==> src/rtl/sampled_lru_lfu_eviction_engine_defines.svh <==
// Assertion macros used by the eviction engine controller.
`ifndef SAMPLED_LRU_LFU_EVICTION_ENGINE_DEFINES_SVH
`define SAMPLED_LRU_LFU_EVICTION_ENGINE_DEFINES_SVH

// Same-cycle implication, checked outside reset.
`define SLLE_ASSERT_SAME(label, ante, cons) \
  label: assert property (@(posedge clk) disable iff (!rst_n) (ante) |-> (cons)) \
    else $error("slle assertion failed");

// Next-cycle implication, checked outside reset.
`define SLLE_ASSERT_NEXT(label, ante, cons) \
  label: assert property (@(posedge clk) disable iff (!rst_n) (ante) |=> (cons)) \
    else $error("slle assertion failed");

`endif

==> src/rtl/slle_pkg.sv <==
// Package with widths, codes, state type and control structs of the eviction engine.
package slle_pkg;

  localparam int unsigned FREQ_W       = 8;
  localparam int unsigned TIME_W       = 48;
  localparam int unsigned RAND_W       = 32;
  localparam int unsigned IVL_W        = 32;
  localparam int unsigned POS_W        = 4;
  localparam int unsigned CFG_IDX_W    = 2;
  localparam int unsigned CFG_DATA_W   = 32;
  localparam int unsigned SAMPLE_LIMIT_DEF = 16;
  localparam int unsigned ACC_W        = IVL_W + 4;
  localparam int unsigned MULK_W       = 12;
  localparam int unsigned PROD_W       = RAND_W + MULK_W;
  localparam int unsigned PER_W        = 4;
  localparam int unsigned BIT_W        = 5;

  localparam logic [FREQ_W-1:0] FREQ_MAX        = 8'd255;
  localparam logic [FREQ_W-1:0] LRU_INSERT_FREQ = 8'd1;
  localparam logic [FREQ_W-1:0] LFU_INSERT_FREQ = 8'd5;
  localparam logic [3:0]        LOG_FACTOR      = 4'd10;
  localparam logic [PER_W-1:0]  MAX_PERIODS     = 4'd8;

  typedef enum logic [1:0] {
    POL_LRU    = 2'd0,
    POL_LFU    = 2'd1,
    POL_RANDOM = 2'd2,
    POL_NONE   = 2'd3
  } policy_t;

  typedef enum logic [1:0] {
    MODE_TOUCH  = 2'd0,
    MODE_INSERT = 2'd1,
    MODE_SAMPLE = 2'd2,
    MODE_UNUSED = 2'd3
  } mode_t;

  localparam logic [CFG_IDX_W-1:0] REG_POLICY = 2'd0;
  localparam logic [CFG_IDX_W-1:0] REG_DECAY  = 2'd1;

  typedef enum logic [2:0] {
    S_IDLE,
    S_EVAL,
    S_DECAY,
    S_MULT,
    S_INC,
    S_MOD_INIT,
    S_MOD_STEP,
    S_DONE
  } state_t;

  typedef struct packed {
    logic load;
    logic eval;
    logic decay_step;
    logic mult;
    logic inc;
    logic mod_init;
    logic mod_step;
    logic out_load;
  } cmd_t;

  typedef struct packed {
    logic lfu_touch;
    logic decay_on;
    logic decay_more;
    logic random_final;
    logic mod_last;
    logic out_busy;
  } status_t;

endpackage

==> src/rtl/slle_in_if.sv <==
// Input item channel of the eviction engine.
interface slle_in_if;
  logic                             valid;
  logic                             ready;
  logic [1:0]                       mode;
  logic [slle_pkg::FREQ_W-1:0]      frequency;
  logic [slle_pkg::TIME_W-1:0]      last_access;
  logic [slle_pkg::TIME_W-1:0]      now_time;
  logic [slle_pkg::RAND_W-1:0]      random_value;
  logic                             final_element;

  modport source (output valid, mode, frequency, last_access, now_time, random_value,
                  final_element, input ready);
  modport sink   (input valid, mode, frequency, last_access, now_time, random_value,
                  final_element, output ready);
endinterface

==> src/rtl/slle_out_if.sv <==
// Result item channel of the eviction engine.
interface slle_out_if;
  logic                             valid;
  logic                             ready;
  logic [slle_pkg::FREQ_W-1:0]      new_frequency;
  logic [slle_pkg::TIME_W-1:0]      new_last_access;
  logic                             victim_valid;
  logic [slle_pkg::POS_W-1:0]       victim_index;
  logic                             no_victim;
  logic                             sample_overflow;

  modport source (output valid, new_frequency, new_last_access, victim_valid, victim_index,
                  no_victim, sample_overflow, input ready);
  modport sink   (input valid, new_frequency, new_last_access, victim_valid, victim_index,
                  no_victim, sample_overflow, output ready);
endinterface

==> src/rtl/slle_cfg_if.sv <==
// Configuration write channel of the eviction engine.
interface slle_cfg_if;
  logic                               valid;
  logic                               ready;
  logic [slle_pkg::CFG_IDX_W-1:0]     index;
  logic [slle_pkg::CFG_DATA_W-1:0]    data;

  modport source (output valid, index, data, input ready);
  modport sink   (input valid, index, data, output ready);
endinterface

==> src/rtl/sampled_lru_lfu_eviction_engine.sv <==
// Top level of the sampled LRU/LFU eviction metadata engine.
// Channels: in_ch takes touch, insert and sample items; out_ch returns one result per
// item; cfg_ch writes policy_select (index 0) and decay_interval (index 1), always ready.
// All channels transfer on a rising clock edge with valid and ready both high.
// Insert, sample and non-LFU touch items go from EVAL straight to DONE. An LFU touch
// passes through MULT and INC, with decay first through DECAY, which adds the interval
// once per elapsed decay period (at most 8); the increment uses the 32x12 multiplier.
// The final sample item under the random policy passes through MOD_INIT and MOD_STEP,
// the one-bit-per-cycle remainder unit.
// One item is processed at a time, and a new item waits until the last one is finished; the
// next input is taken as soon as the result has moved to the output register, even
// while that result still waits for the receiver.
// When the receiver stalls, the result holds in the output register and a second
// finished result waits inside the engine until the register frees.
// Reset (rst_n low, synchronous) selects LRU, disables decay and clears the search.
module sampled_lru_lfu_eviction_engine #(
  parameter int unsigned SAMPLE_LIMIT = slle_pkg::SAMPLE_LIMIT_DEF
) (
  input logic        clk,
  input logic        rst_n,
  slle_in_if.sink    in_ch,
  slle_out_if.source out_ch,
  slle_cfg_if.sink   cfg_ch
);
  import slle_pkg::*;

  cmd_t    cmd;
  status_t status;
  logic    ctrl_in_ready;

  assign in_ch.ready = ctrl_in_ready;

  slle_ctrl u_ctrl (
    .clk      (clk),
    .rst_n    (rst_n),
    .in_valid (in_ch.valid),
    .in_ready (ctrl_in_ready),
    .status   (status),
    .cmd      (cmd)
  );

  slle_dp #(
    .SAMPLE_LIMIT (SAMPLE_LIMIT)
  ) u_dp (
    .clk    (clk),
    .rst_n  (rst_n),
    .in_ch  (in_ch),
    .out_ch (out_ch),
    .cfg_ch (cfg_ch),
    .cmd    (cmd),
    .status (status)
  );

endmodule

==> src/rtl/slle_ctrl.sv <==
// Sequencing state machine of the eviction engine.
`include "sampled_lru_lfu_eviction_engine_defines.svh"
module slle_ctrl (
  input  logic              clk,
  input  logic              rst_n,
  input  logic              in_valid,
  output logic              in_ready,
  input  slle_pkg::status_t status,
  output slle_pkg::cmd_t    cmd
);
  import slle_pkg::*;

  state_t state_r, state_nxt;

  always_ff @(posedge clk) begin
    if (!rst_n) begin
      state_r <= S_IDLE;
    end else begin
      state_r <= state_nxt;
    end
  end

  always_comb begin
    state_nxt = state_r;
    cmd       = '0;
    in_ready  = 1'b0;
    unique case (state_r)
      S_IDLE: begin
        in_ready = 1'b1;
        if (in_valid) begin
          cmd.load  = 1'b1;
          state_nxt = S_EVAL;
        end
      end
      S_EVAL: begin
        cmd.eval = 1'b1;
        priority if (status.lfu_touch) begin
          state_nxt = status.decay_on ? S_DECAY : S_MULT;
        end else if (status.random_final) begin
          state_nxt = S_MOD_INIT;
        end else begin
          state_nxt = S_DONE;
        end
      end
      S_DECAY: begin
        if (status.decay_more) begin
          cmd.decay_step = 1'b1;
        end else begin
          state_nxt = S_MULT;
        end
      end
      S_MULT: begin
        cmd.mult  = 1'b1;
        state_nxt = S_INC;
      end
      S_INC: begin
        cmd.inc   = 1'b1;
        state_nxt = S_DONE;
      end
      S_MOD_INIT: begin
        cmd.mod_init = 1'b1;
        state_nxt    = S_MOD_STEP;
      end
      S_MOD_STEP: begin
        cmd.mod_step = 1'b1;
        if (status.mod_last) begin
          state_nxt = S_DONE;
        end
      end
      S_DONE: begin
        if (!status.out_busy) begin
          cmd.out_load = 1'b1;
          state_nxt    = S_IDLE;
        end
      end
      default: state_nxt = S_IDLE;
    endcase
  end

  `SLLE_ASSERT_NEXT(a_accept_to_eval, in_valid && in_ready, state_r == S_EVAL)
  `SLLE_ASSERT_NEXT(a_mod_end, state_r == S_MOD_STEP && status.mod_last, state_r == S_DONE)
  `SLLE_ASSERT_SAME(a_no_overwrite, cmd.out_load, !status.out_busy)

endmodule

==> src/rtl/slle_dp.sv <==
// Datapath of the eviction engine: configuration, item registers, search state, decay, increment, modulo, output.
module slle_dp #(
  parameter int unsigned SAMPLE_LIMIT = slle_pkg::SAMPLE_LIMIT_DEF
) (
  input  logic              clk,
  input  logic              rst_n,
  slle_in_if.sink           in_ch,
  slle_out_if.source        out_ch,
  slle_cfg_if.sink          cfg_ch,
  input  slle_pkg::cmd_t    cmd,
  output slle_pkg::status_t status
);
  import slle_pkg::*;

  localparam int unsigned CNT_W = $clog2(SAMPLE_LIMIT + 1);

  // Latched item.
  logic [1:0]        mode_r;
  logic [FREQ_W-1:0] freq_r;
  logic [TIME_W-1:0] last_r, now_r;
  logic [RAND_W-1:0] rnd_r;
  logic              fin_r;

  // Configuration.
  logic [1:0]        policy_r;
  logic [IVL_W-1:0]  interval_r;

  // Search state.
  logic [FREQ_W-1:0] best_f_r;
  logic [TIME_W-1:0] best_t_r;
  logic [POS_W-1:0]  best_pos_r;
  logic              have_r;
  logic [CNT_W-1:0]  cnt_r;
  logic              ovf_r;

  // Decay and increment.
  logic [TIME_W-1:0] diff_r;
  logic [ACC_W-1:0]  acc_r;
  logic [PER_W-1:0]  per_r;
  logic [PROD_W-1:0] prod_r;
  logic [FREQ_W-1:0] fd_r, nf_r;

  // Modulo.
  logic [RAND_W-1:0] div_r;
  logic [CNT_W-1:0]  rem_r;
  logic [BIT_W-1:0]  bit_r;

  logic              out_valid_r;

  logic [FREQ_W-1:0] fd;
  logic [MULK_W-1:0] mul_k;
  logic [CNT_W:0]    rem_sh;
  logic              take;
  logic              lfu_tie;

  assign cfg_ch.ready = 1'b1;

  always_ff @(posedge clk) begin
    if (!rst_n) begin
      policy_r   <= POL_LRU;
      interval_r <= '0;
    end else if (cfg_ch.valid) begin
      if (cfg_ch.index == REG_POLICY) begin
        policy_r <= cfg_ch.data[1:0];
      end else if (cfg_ch.index == REG_DECAY) begin
        interval_r <= cfg_ch.data[IVL_W-1:0];
      end
    end
  end

  always_ff @(posedge clk) begin
    if (cmd.load) begin
      mode_r <= in_ch.mode;
      freq_r <= in_ch.frequency;
      last_r <= in_ch.last_access;
      now_r  <= in_ch.now_time;
      rnd_r  <= in_ch.random_value;
      fin_r  <= in_ch.final_element;
    end
  end

  assign lfu_tie = (freq_r == best_f_r) && (last_r < best_t_r);

  always_comb begin
    priority if (!have_r) begin
      take = 1'b1;
    end else if (policy_r == POL_LRU) begin
      take = last_r < best_t_r;
    end else if (policy_r == POL_LFU) begin
      take = (freq_r < best_f_r) || lfu_tie;
    end else begin
      take = 1'b0;
    end
  end

  always_ff @(posedge clk) begin
    if (!rst_n) begin
      best_f_r   <= '0;
      best_t_r   <= '0;
      best_pos_r <= '0;
      have_r     <= 1'b0;
      cnt_r      <= '0;
      ovf_r      <= 1'b0;
    end else if (cmd.eval && mode_r == MODE_SAMPLE) begin
      if (cnt_r >= CNT_W'(SAMPLE_LIMIT)) begin
        ovf_r <= 1'b1;
      end else begin
        if (take) begin
          best_f_r   <= freq_r;
          best_t_r   <= last_r;
          best_pos_r <= POS_W'(cnt_r);
        end
        have_r <= 1'b1;
        cnt_r  <= cnt_r + 1'b1;
      end
    end else if (cmd.out_load && mode_r == MODE_SAMPLE && fin_r) begin
      best_f_r   <= '0;
      best_t_r   <= '0;
      best_pos_r <= '0;
      have_r     <= 1'b0;
      cnt_r      <= '0;
      ovf_r      <= 1'b0;
    end
  end

  // Period count is found by repeated addition of the interval, at most eight steps.
  always_ff @(posedge clk) begin
    if (cmd.eval) begin
      diff_r <= now_r - last_r;
      acc_r  <= ACC_W'(interval_r);
      per_r  <= '0;
    end else if (cmd.decay_step) begin
      acc_r <= acc_r + ACC_W'(interval_r);
      per_r <= per_r + 1'b1;
    end
  end

  assign fd    = (per_r >= MAX_PERIODS) ? '0 : (freq_r >> per_r);
  assign mul_k = MULK_W'(fd) * MULK_W'(LOG_FACTOR) + MULK_W'(1);

  always_ff @(posedge clk) begin
    if (cmd.mult) begin
      fd_r   <= fd;
      prod_r <= PROD_W'(rnd_r) * PROD_W'(mul_k);
    end
    if (cmd.inc) begin
      nf_r <= (fd_r != FREQ_MAX && prod_r[PROD_W-1:RAND_W] == '0) ? fd_r + 1'b1 : fd_r;
    end
  end

  // Restoring remainder, one dividend bit per cycle.
  assign rem_sh = {rem_r, div_r[RAND_W-1]};

  always_ff @(posedge clk) begin
    if (cmd.mod_init) begin
      div_r <= rnd_r;
      rem_r <= '0;
      bit_r <= BIT_W'(RAND_W - 1);
    end else if (cmd.mod_step) begin
      div_r <= div_r << 1;
      bit_r <= bit_r - 1'b1;
      if (rem_sh >= {1'b0, cnt_r}) begin
        rem_r <= CNT_W'(rem_sh - {1'b0, cnt_r});
      end else begin
        rem_r <= CNT_W'(rem_sh);
      end
    end
  end

  always_ff @(posedge clk) begin
    if (!rst_n) begin
      out_valid_r <= 1'b0;
    end else if (cmd.out_load) begin
      out_valid_r <= 1'b1;
    end else if (out_ch.ready) begin
      out_valid_r <= 1'b0;
    end
  end

  always_ff @(posedge clk) begin
    if (cmd.out_load) begin
      out_ch.new_frequency   <= freq_r;
      out_ch.new_last_access <= last_r;
      out_ch.victim_valid    <= 1'b0;
      out_ch.victim_index    <= '0;
      out_ch.no_victim       <= 1'b0;
      out_ch.sample_overflow <= 1'b0;
      unique case (mode_r)
        MODE_TOUCH: begin
          if (policy_r == POL_LFU) begin
            out_ch.new_frequency <= nf_r;
          end
          out_ch.new_last_access <= now_r;
        end
        MODE_INSERT: begin
          if (policy_r == POL_LRU) begin
            out_ch.new_frequency <= LRU_INSERT_FREQ;
          end else if (policy_r == POL_LFU) begin
            out_ch.new_frequency <= LFU_INSERT_FREQ;
          end
          out_ch.new_last_access <= now_r;
        end
        MODE_SAMPLE: begin
          out_ch.sample_overflow <= ovf_r;
          if (fin_r) begin
            out_ch.victim_valid <= 1'b1;
            unique case (policy_r)
              POL_NONE:   out_ch.no_victim <= 1'b1;
              POL_RANDOM: begin
                if (cnt_r > CNT_W'(1)) begin
                  out_ch.victim_index <= POS_W'(rem_r);
                end
              end
              default:    out_ch.victim_index <= best_pos_r;
            endcase
          end
        end
        default: ;
      endcase
    end
  end

  assign out_ch.valid = out_valid_r;

  assign status.lfu_touch    = (mode_r == MODE_TOUCH) && (policy_r == POL_LFU);
  assign status.decay_on     = (interval_r != '0) && (last_r != '0) && (now_r > last_r);
  assign status.decay_more   = (per_r != MAX_PERIODS) && (diff_r >= TIME_W'(acc_r));
  assign status.random_final = (mode_r == MODE_SAMPLE) && fin_r && (policy_r == POL_RANDOM);
  assign status.mod_last     = (bit_r == '0);
  assign status.out_busy     = out_valid_r && !out_ch.ready;

endmodule
==> src/flat_wrapper.sv <==
// flat-port wrapper written by rule: the top's interface ports become plain ports
module sampled_lru_lfu_eviction_engine_flat import slle_pkg::*;
#(
  parameter int unsigned SAMPLE_LIMIT = slle_pkg::SAMPLE_LIMIT_DEF
)
  (clk, rst_n, in_ch_valid, in_ch_mode, in_ch_frequency, in_ch_last_access, in_ch_now_time, in_ch_random_value, in_ch_final_element, in_ch_ready, out_ch_valid, out_ch_new_frequency, out_ch_new_last_access, out_ch_victim_valid, out_ch_victim_index, out_ch_no_victim, out_ch_sample_overflow, out_ch_ready, cfg_ch_valid, cfg_ch_index, cfg_ch_data, cfg_ch_ready);
  slle_in_if in_ch_i ();
  slle_out_if out_ch_i ();
  slle_cfg_if cfg_ch_i ();
  input logic clk;
  input logic rst_n;
  input wire logic [$bits(in_ch_i.valid)-1:0] in_ch_valid;
  input wire logic [$bits(in_ch_i.mode)-1:0] in_ch_mode;
  input wire logic [$bits(in_ch_i.frequency)-1:0] in_ch_frequency;
  input wire logic [$bits(in_ch_i.last_access)-1:0] in_ch_last_access;
  input wire logic [$bits(in_ch_i.now_time)-1:0] in_ch_now_time;
  input wire logic [$bits(in_ch_i.random_value)-1:0] in_ch_random_value;
  input wire logic [$bits(in_ch_i.final_element)-1:0] in_ch_final_element;
  output wire logic [$bits(in_ch_i.ready)-1:0] in_ch_ready;
  output wire logic [$bits(out_ch_i.valid)-1:0] out_ch_valid;
  output wire logic [$bits(out_ch_i.new_frequency)-1:0] out_ch_new_frequency;
  output wire logic [$bits(out_ch_i.new_last_access)-1:0] out_ch_new_last_access;
  output wire logic [$bits(out_ch_i.victim_valid)-1:0] out_ch_victim_valid;
  output wire logic [$bits(out_ch_i.victim_index)-1:0] out_ch_victim_index;
  output wire logic [$bits(out_ch_i.no_victim)-1:0] out_ch_no_victim;
  output wire logic [$bits(out_ch_i.sample_overflow)-1:0] out_ch_sample_overflow;
  input wire logic [$bits(out_ch_i.ready)-1:0] out_ch_ready;
  input wire logic [$bits(cfg_ch_i.valid)-1:0] cfg_ch_valid;
  input wire logic [$bits(cfg_ch_i.index)-1:0] cfg_ch_index;
  input wire logic [$bits(cfg_ch_i.data)-1:0] cfg_ch_data;
  output wire logic [$bits(cfg_ch_i.ready)-1:0] cfg_ch_ready;
  assign in_ch_i.valid = in_ch_valid;
  assign in_ch_i.mode = in_ch_mode;
  assign in_ch_i.frequency = in_ch_frequency;
  assign in_ch_i.last_access = in_ch_last_access;
  assign in_ch_i.now_time = in_ch_now_time;
  assign in_ch_i.random_value = in_ch_random_value;
  assign in_ch_i.final_element = in_ch_final_element;
  assign in_ch_ready = in_ch_i.ready;
  assign out_ch_valid = out_ch_i.valid;
  assign out_ch_new_frequency = out_ch_i.new_frequency;
  assign out_ch_new_last_access = out_ch_i.new_last_access;
  assign out_ch_victim_valid = out_ch_i.victim_valid;
  assign out_ch_victim_index = out_ch_i.victim_index;
  assign out_ch_no_victim = out_ch_i.no_victim;
  assign out_ch_sample_overflow = out_ch_i.sample_overflow;
  assign out_ch_i.ready = out_ch_ready;
  assign cfg_ch_i.valid = cfg_ch_valid;
  assign cfg_ch_i.index = cfg_ch_index;
  assign cfg_ch_i.data = cfg_ch_data;
  assign cfg_ch_ready = cfg_ch_i.ready;
  sampled_lru_lfu_eviction_engine #(.SAMPLE_LIMIT(SAMPLE_LIMIT)) u_core (.clk(clk), .rst_n(rst_n), .in_ch(in_ch_i), .out_ch(out_ch_i), .cfg_ch(cfg_ch_i));
endmodule
==> config.mk <==
export PLATFORM = sky130hd
export DESIGN_NAME = sampled_lru_lfu_eviction_engine_flat
export DESIGN_NICKNAME = d
export VERILOG_FILES = /design/src/rtl/slle_pkg.sv /design/src/rtl/slle_in_if.sv /design/src/rtl/slle_out_if.sv /design/src/rtl/slle_cfg_if.sv /design/src/rtl/sampled_lru_lfu_eviction_engine.sv /design/src/rtl/slle_ctrl.sv /design/src/rtl/slle_dp.sv /design/src/flat_wrapper.sv
export VERILOG_INCLUDE_DIRS = /design/src /design/src/rtl
export SDC_FILE = /design/constraint.sdc
export NUM_CORES = 2
export LEC_CHECK = 0
export BUFFER_PORTS_ARGS = -buffer_cell sky130_fd_sc_hd__buf_2
export CAP_MARGIN = 5
export CELL_PAD_IN_SITES_DETAIL_PLACEMENT = 0
export CELL_PAD_IN_SITES_GLOBAL_PLACEMENT = 1
export CORE_MARGIN = 1
export CORE_UTILIZATION = 50
export CTS_BUF_LIST = sky130_fd_sc_hd__clkbuf_8
export CTS_CLUSTER_SIZE = 16
export DETAILED_ROUTE_END_ITERATION = 8
export PLACE_DENSITY = 0.87
export SYNTH_ARGS = -nofsm -noshare
export SYNTH_HDL_FRONTEND = slang
export SYNTH_SLANG_ARGS = --single-unit
==> constraint.sdc <==
create_clock -name clk -period 10.22 [get_ports clk]
set_clock_uncertainty 0.2 [all_clocks]
set_input_delay 1.022 -clock clk [delete_from_list [all_inputs] [get_ports clk]]
set_output_delay 1.022 -clock clk [all_outputs]
set_load 0.02 [all_outputs]
== Word level (Yosys, flattened, before mapping) ==
Index checks and enable logic that the tools add are counted.
Cells by class
  bitwise gates (word level): 1
  multiplexer cells: 61
  add/sub/neg operators: 8
  $lt $le $gt $ge: 8
  shift-type cells: 1
  equal/unequal tests: 23
  $mul: 2
  reduce and logical (&&, ||, !) cells: 34
Operators by type and width (number)
  48-bit 2-to-1 mux: 5
  32-bit 2-to-1 mux: 4
  8-bit 2-to-1 mux: 9
  48-bit by 36-bit >= comparator with 1-bit output: 1
  48-bit greater-than comparator: 1
  48-bit less-than comparator: 1
  48-bit nonzero test: 1
  48-bit subtractor: 1
  32-bit by 12-bit multiplier with 44-bit output: 1
  36-bit by 32-bit adder with 36-bit output: 1
  32-bit nonzero test: 1
  1-bit 2-to-1 mux: 25
  3-bit case mux with 8 select lines: 1
  4-bit 2-to-1 mux: 5
  5-bit 2-to-1 mux: 4
  8-bit case mux with 2 select lines: 1
  3-bit 2-to-1 mux: 5
  12-bit by 1-bit adder with 12-bit output (second input constant): 1
  3-bit equality test (second input constant): 4
  1-bit logical AND: 12
  12-bit logical NOT: 1
  8-bit by 3-bit multiplier with 11-bit output (second input constant): 1
  2-bit != test (second input constant): 5
  8-bit by 1-bit adder with 8-bit output (second input constant): 1
  31 further kinds: 46
Word-level totals
  bits of input ports: 178
  register bits after elaboration: 497
  output and inout bits: 66

== Depth between registers and ports, before layout ==
  depth after elaboration: 9
  mapped depth: 37

== Worst setup path before layout ==
OpenSTA, ideal clock, no wires.
  kind: reg-to-reg
  from: register u_core.u_dp.per_r[0]
  to: register u_core.u_dp.prod_r[43], data pin
  arrival time: 8.337 ns
  data required time: 9.760 ns
  cell stages (with the launch flop): 33
  clock period less this slack: 8.797 ns
  library setup time: 0.260 ns
  path slack: 1.423 ns
  cells stage by stage: dfxtp_1 -> buf_2 -> mux4_2 -> mux2i_1 -> nor2_1 -> clkbuf_1 -> ha_1 -> ha_1 -> fa_1 -> a21o_1 -> a21oi_1 -> o21bai_1 -> a21oi_1 -> xnor2_1 -> clkbuf_1 -> and2_1 -> fa_1 -> fa_1 -> fa_1 -> fa_1 -> inv_1 -> fa_1 -> inv_1 -> ha_1 -> and3_1 -> a221oi_1 -> o21ai_0 -> a221oi_1 -> a211oi_2 -> nor4b_2 -> o31ai_2 -> a21oi_1 -> xnor2_1
On the way
  cells in the longest elaborated chain, start to end: 5
Ends and longest elaborated chain
  start, declared: line slle_dp.sv:39  | logic [PER_W-1:0] per_r;
  start signal, assigned: line slle_dp.sv:134  | per_r <= per_r + 1'b1;
  8-bit by 4-bit right shift with 8-bit output / 4-bit >= comparator (equally long branches): line slle_dp.sv:138  | assign fd = (per_r >= MAX_PERIODS) ? '0 : (freq_r >> per_r);
  8-bit 2-to-1 mux (*): line slle_dp.sv:138
  via u_core.u_dp.fd[1]: line slle_dp.sv:50  | logic [FREQ_W-1:0] fd;
  8-bit by 3-bit multiplier with 11-bit output (*): line slle_dp.sv:139  | assign mul_k = MULK_W'(fd) * MULK_W'(LOG_FACTOR) + MULK_W'(1);
  12-bit by 1-bit adder with 12-bit output (*): line slle_dp.sv:139
  32-bit by 12-bit multiplier with 44-bit output (*): line slle_dp.sv:144  | prod_r <= PROD_W'(rnd_r) * PROD_W'(mul_k);
  end signal, assigned: line slle_dp.sv:144
  end, declared: line slle_dp.sv:40  | logic [PROD_W-1:0] prod_r;
Mark *: on every way through the listed nets, which the timed path passes. The rest lies on a longest branch.
A chain may end at the register's enable or synchronous reset.

== Worst setup path after layout ==
  from: register u_core.u_dp.per_r[0]
  to: register u_core.u_dp.prod_r[40], data pin
On the way
  cells in the longest elaborated chain, start to end: 5
Ends and longest elaborated chain (line)
  8-bit by 4-bit right shift with 8-bit output / 4-bit >= comparator (equally long branches): slle_dp.sv:138
  8-bit 2-to-1 mux (*): slle_dp.sv:138
  8-bit by 3-bit multiplier with 11-bit output (*): slle_dp.sv:139
  12-bit by 1-bit adder with 12-bit output (*): slle_dp.sv:139
  32-bit by 12-bit multiplier with 44-bit output (*): slle_dp.sv:144
Every way passes the cells marked *; elsewhere a longest branch is shown, timed or not.

==> flow_metrics.env <==
export IMPL_status="completed"
export IMPL_dp_hpwl_mm=64.5
export IMPL_synth_top_family_by_area="adder cells"
export IMPL_ios=244
export IMPL_cts_root_buf="clkbuf_8"
export IMPL_critical_path_class="flop to flop"
export IMPL_seq_area_frac_synth_pct=36.0
export IMPL_drv_cap=0
export IMPL_clk_latency_ps=690
export IMPL_initial_core_util_pct=50.5
export IMPL_clockBufferDepth=3
export IMPL_worst_slew_pin_slew_ps=1290
export IMPL_ys_warn_count=0
export IMPL_synthCells=3550
export IMPL_fmax_mhz=106
export IMPL_synth_area_leader_cell="edfxtp_1"
export IMPL_rsz0062_at_grt="no"
export IMPL_synth_main_ff_cell="edfxtp_1"
export IMPL_crit_buf_inv=3
export IMPL_grt_pass1_wl_mm=139
export IMPL_tns_ps=0
export IMPL_final_hold_violation_count=0
export IMPL_crit_top_cell="fa_1"
export IMPL_critPathMaxFanout=17
export IMPL_port_buffers=242
export IMPL_dr_total_vias=26200
export IMPL_routabilityCongestion=0.874
export IMPL_fin_crit_ps=9440
export IMPL_fp_dieH_um=268
export IMPL_h_tree_depth=3
export IMPL_synth_compound_area_share_pct=11.6
export IMPL_numCtsBuffers=84
export IMPL_cts_setup_buffers=0
export IMPL_num_rows=97
export IMPL_crit_family="adder cells"
export IMPL_wl_mm=87.4
export IMPL_yosys_cell_count_top_type="inv_1"
export IMPL_synthXorXnorAreaFrac_pct=2.50
export IMPL_synth_cell_types=89
export IMPL_worstSetupEndpointType="flop"
export IMPL_dieArea_mm2=0.0719
export IMPL_grt_ovfl_total=0
export IMPL_grt_start_max_net_pins=86
export IMPL_avgSynthCellArea_um2=9.97
export IMPL_synthSimpleGateAreaFrac_pct=13.3
export IMPL_grt_pass1_vias=26400
export IMPL_drt_initial_drc_count=1842
export IMPL_worstSetupStartpointType="flop"
export IMPL_clk_pin_slew_ps=60
export IMPL_max_stage_delay_ps=550
export IMPL_slowest_stage="mux4_2"
export IMPL_tritoncts="yes"
export IMPL_ys_top_cells_by_area="edfxtp_1, fa_1, ha_1, dfxtp_1, inv_1"
export IMPL_areaGrowthSynthToFinish_pct=11.2
export IMPL_ys_top_cells_by_count="inv_1, nand2_1, edfxtp_1, fa_1, ha_1"
export IMPL_hp_class="flop to flop"
export IMPL_die_w_um=268
export IMPL_routedWlPerCell_um=18.4
export IMPL_hold_buffers=0
export IMPL_final_antenna_net_count=0
export IMPL_dr_pass1_iters=5
export IMPL_synth_adder_area_share_pct=26.7
export IMPL_drc_errors=0
export IMPL_cts_resized=0
export IMPL_required_ps=10430
export IMPL_synth_edf_count=342
export IMPL_syn_area_mm2=0.0354
export IMPL_synth_seq_cells=465
export IMPL_slew_headroom_pct=13.1
export IMPL_drive_above_1_share_pct=13.4
export IMPL_viasPerCell=5.49
export IMPL_muxShareOfSynthArea_pct=2.25
export IMPL_core_area_mm2=0.0700
export IMPL_cp_arrival_ps=9650
export IMPL_grt_use_total_pct=24.8
export IMPL_setup_viol=0
export IMPL_syn_nets=4302
export IMPL_clock_sinks=465
export IMPL_yosys_area_top_type_share_pct=29.0
export IMPL_fin_crit_sh_pct=92.4
export IMPL_finalMaxSlewViolations=0
export IMPL_fin_nets=4503
export IMPL_antenna_found_initial=2
export IMPL_async_flop_share_pct=0
[worst paths after layout]
| check | from | to | slack [ps] | cells past startpoint |
|---|---|---|---|---|
| worst max-delay path | u_core.u_dp.per_r[0] | u_core.u_dp.prod_r[40] | 780 | 30 |
| worst min register to register | u_core.u_dp.rem_r[4] | u_core.u_dp.rem_r[4] | 270 | 2 |
| worst max register to register | u_core.u_dp.per_r[0] | u_core.u_dp.prod_r[40] | 780 | 30 |
| worst min-delay path | u_core.u_dp.rem_r[4] | u_core.u_dp.rem_r[4] | 270 | 2 |
[worst register-to-register path, delay by kind of cell, from the launching register on]
family                   cells  cell delay, ps
flip-flops                   1             500
multiplexers                 2             780
XOR/XNOR                     2             450
AND/OR/NAND/NOR              2             250
buffers and inverters        3             440
AO/OA/AOI/OAI               12            2800
adder cells (fa/ha/maj)      9            3750
[area by class of cell]
class	instances	area [µm²]
Fill cell	6171	30700
Multi-Input combinational cell	2376	20100
Sequential cell	465	12700
Inverter	549	2060
Timing Repair Buffer	275	1480
Clock buffer	96	1320
Tap cell	940	1180
Clock inverter	61	502
Antenna cell	2	5.00
[flip-flops by register name, summed over array words and instances (netlist names), 3 cells and up]
register	count
u_core.u_dp.best_t_r	48
u_core.u_dp.diff_r	48
u_core.u_dp.last_r	48
u_core.u_dp.now_r	48
u_core.u_dp.out_ch.new_last_access	48
u_core.u_dp.acc_r	36
u_core.u_dp.div_r	32
u_core.u_dp.interval_r	32
u_core.u_dp.rnd_r	32
u_core.u_dp.prod_r	12
u_core.u_dp.best_f_r	8
u_core.u_dp.fd_r	8
u_core.u_dp.freq_r	8
u_core.u_dp.nf_r	8
u_core.u_dp.out_ch.new_frequency	8
u_core.u_dp.bit_r	5
u_core.u_dp.cnt_r	5
u_core.u_dp.rem_r	5
u_core.u_dp.best_pos_r	4
u_core.u_dp.out_ch.victim_index	4
u_core.u_dp.per_r	4
u_core.u_ctrl.state_r	3
[kinds of logic after synthesis]
kind of cell             after synthesis
buffers and inverters                709
AND/OR/NAND/NOR                      981
flip-flops                           465
multiplexers                          67
XOR/XNOR                             101
adder cells (fa/ha/maj)              574
AO/OA/AOI/OAI                        652
other                                  1
[routing by layer]
| metal | vias to the layer above | wire (µm) | track usage, % |
|---|---|---|---|
| met2 | 754 | 41100 | 40.4 |
| met1 | 12900 | 38200 | 33.2 |
| met5 | - | 0 | 0 |
| met4 | 0 | 2300 | 8.23 |
| met3 | 156 | 5780 | 4.55 |
| li1 | 12400 | - | - |
[through the flow]
step | std cells | hold WS, ps | cell area (µm²) | worst slack (ps) | util (%)
after floorplan | 3550 | 232 | 35400 | 1420 | -
after global placement | 4604 | 247 | 37500 | 650 | 53.5
after detailed placement | 4604 | 258 | 37500 | 497 | 53.5
after CTS | 4761 | 242 | 39300 | 481 | 56.1
after global routing | 4763 | 262 | 39300 | 169 | 56.2
final | 4764 | 268 | 39300 | 776 | 56.2
[placed cells by master, fill, tap and decap left out, types with 108 or more instances in the layout]
cell type	count
inv_1	569
nand2_1	455
edfxtp_1	342
fa_1	302
ha_1	270
buf_2	242
a21oi_1	222
o21ai_0	169
dfxtp_1	122
nor2_1	108
and2_1	108
Power is left out: the tool's default activity adds up to more than one toggle a clock period on the data nets, which glitch-free logic cannot reach.
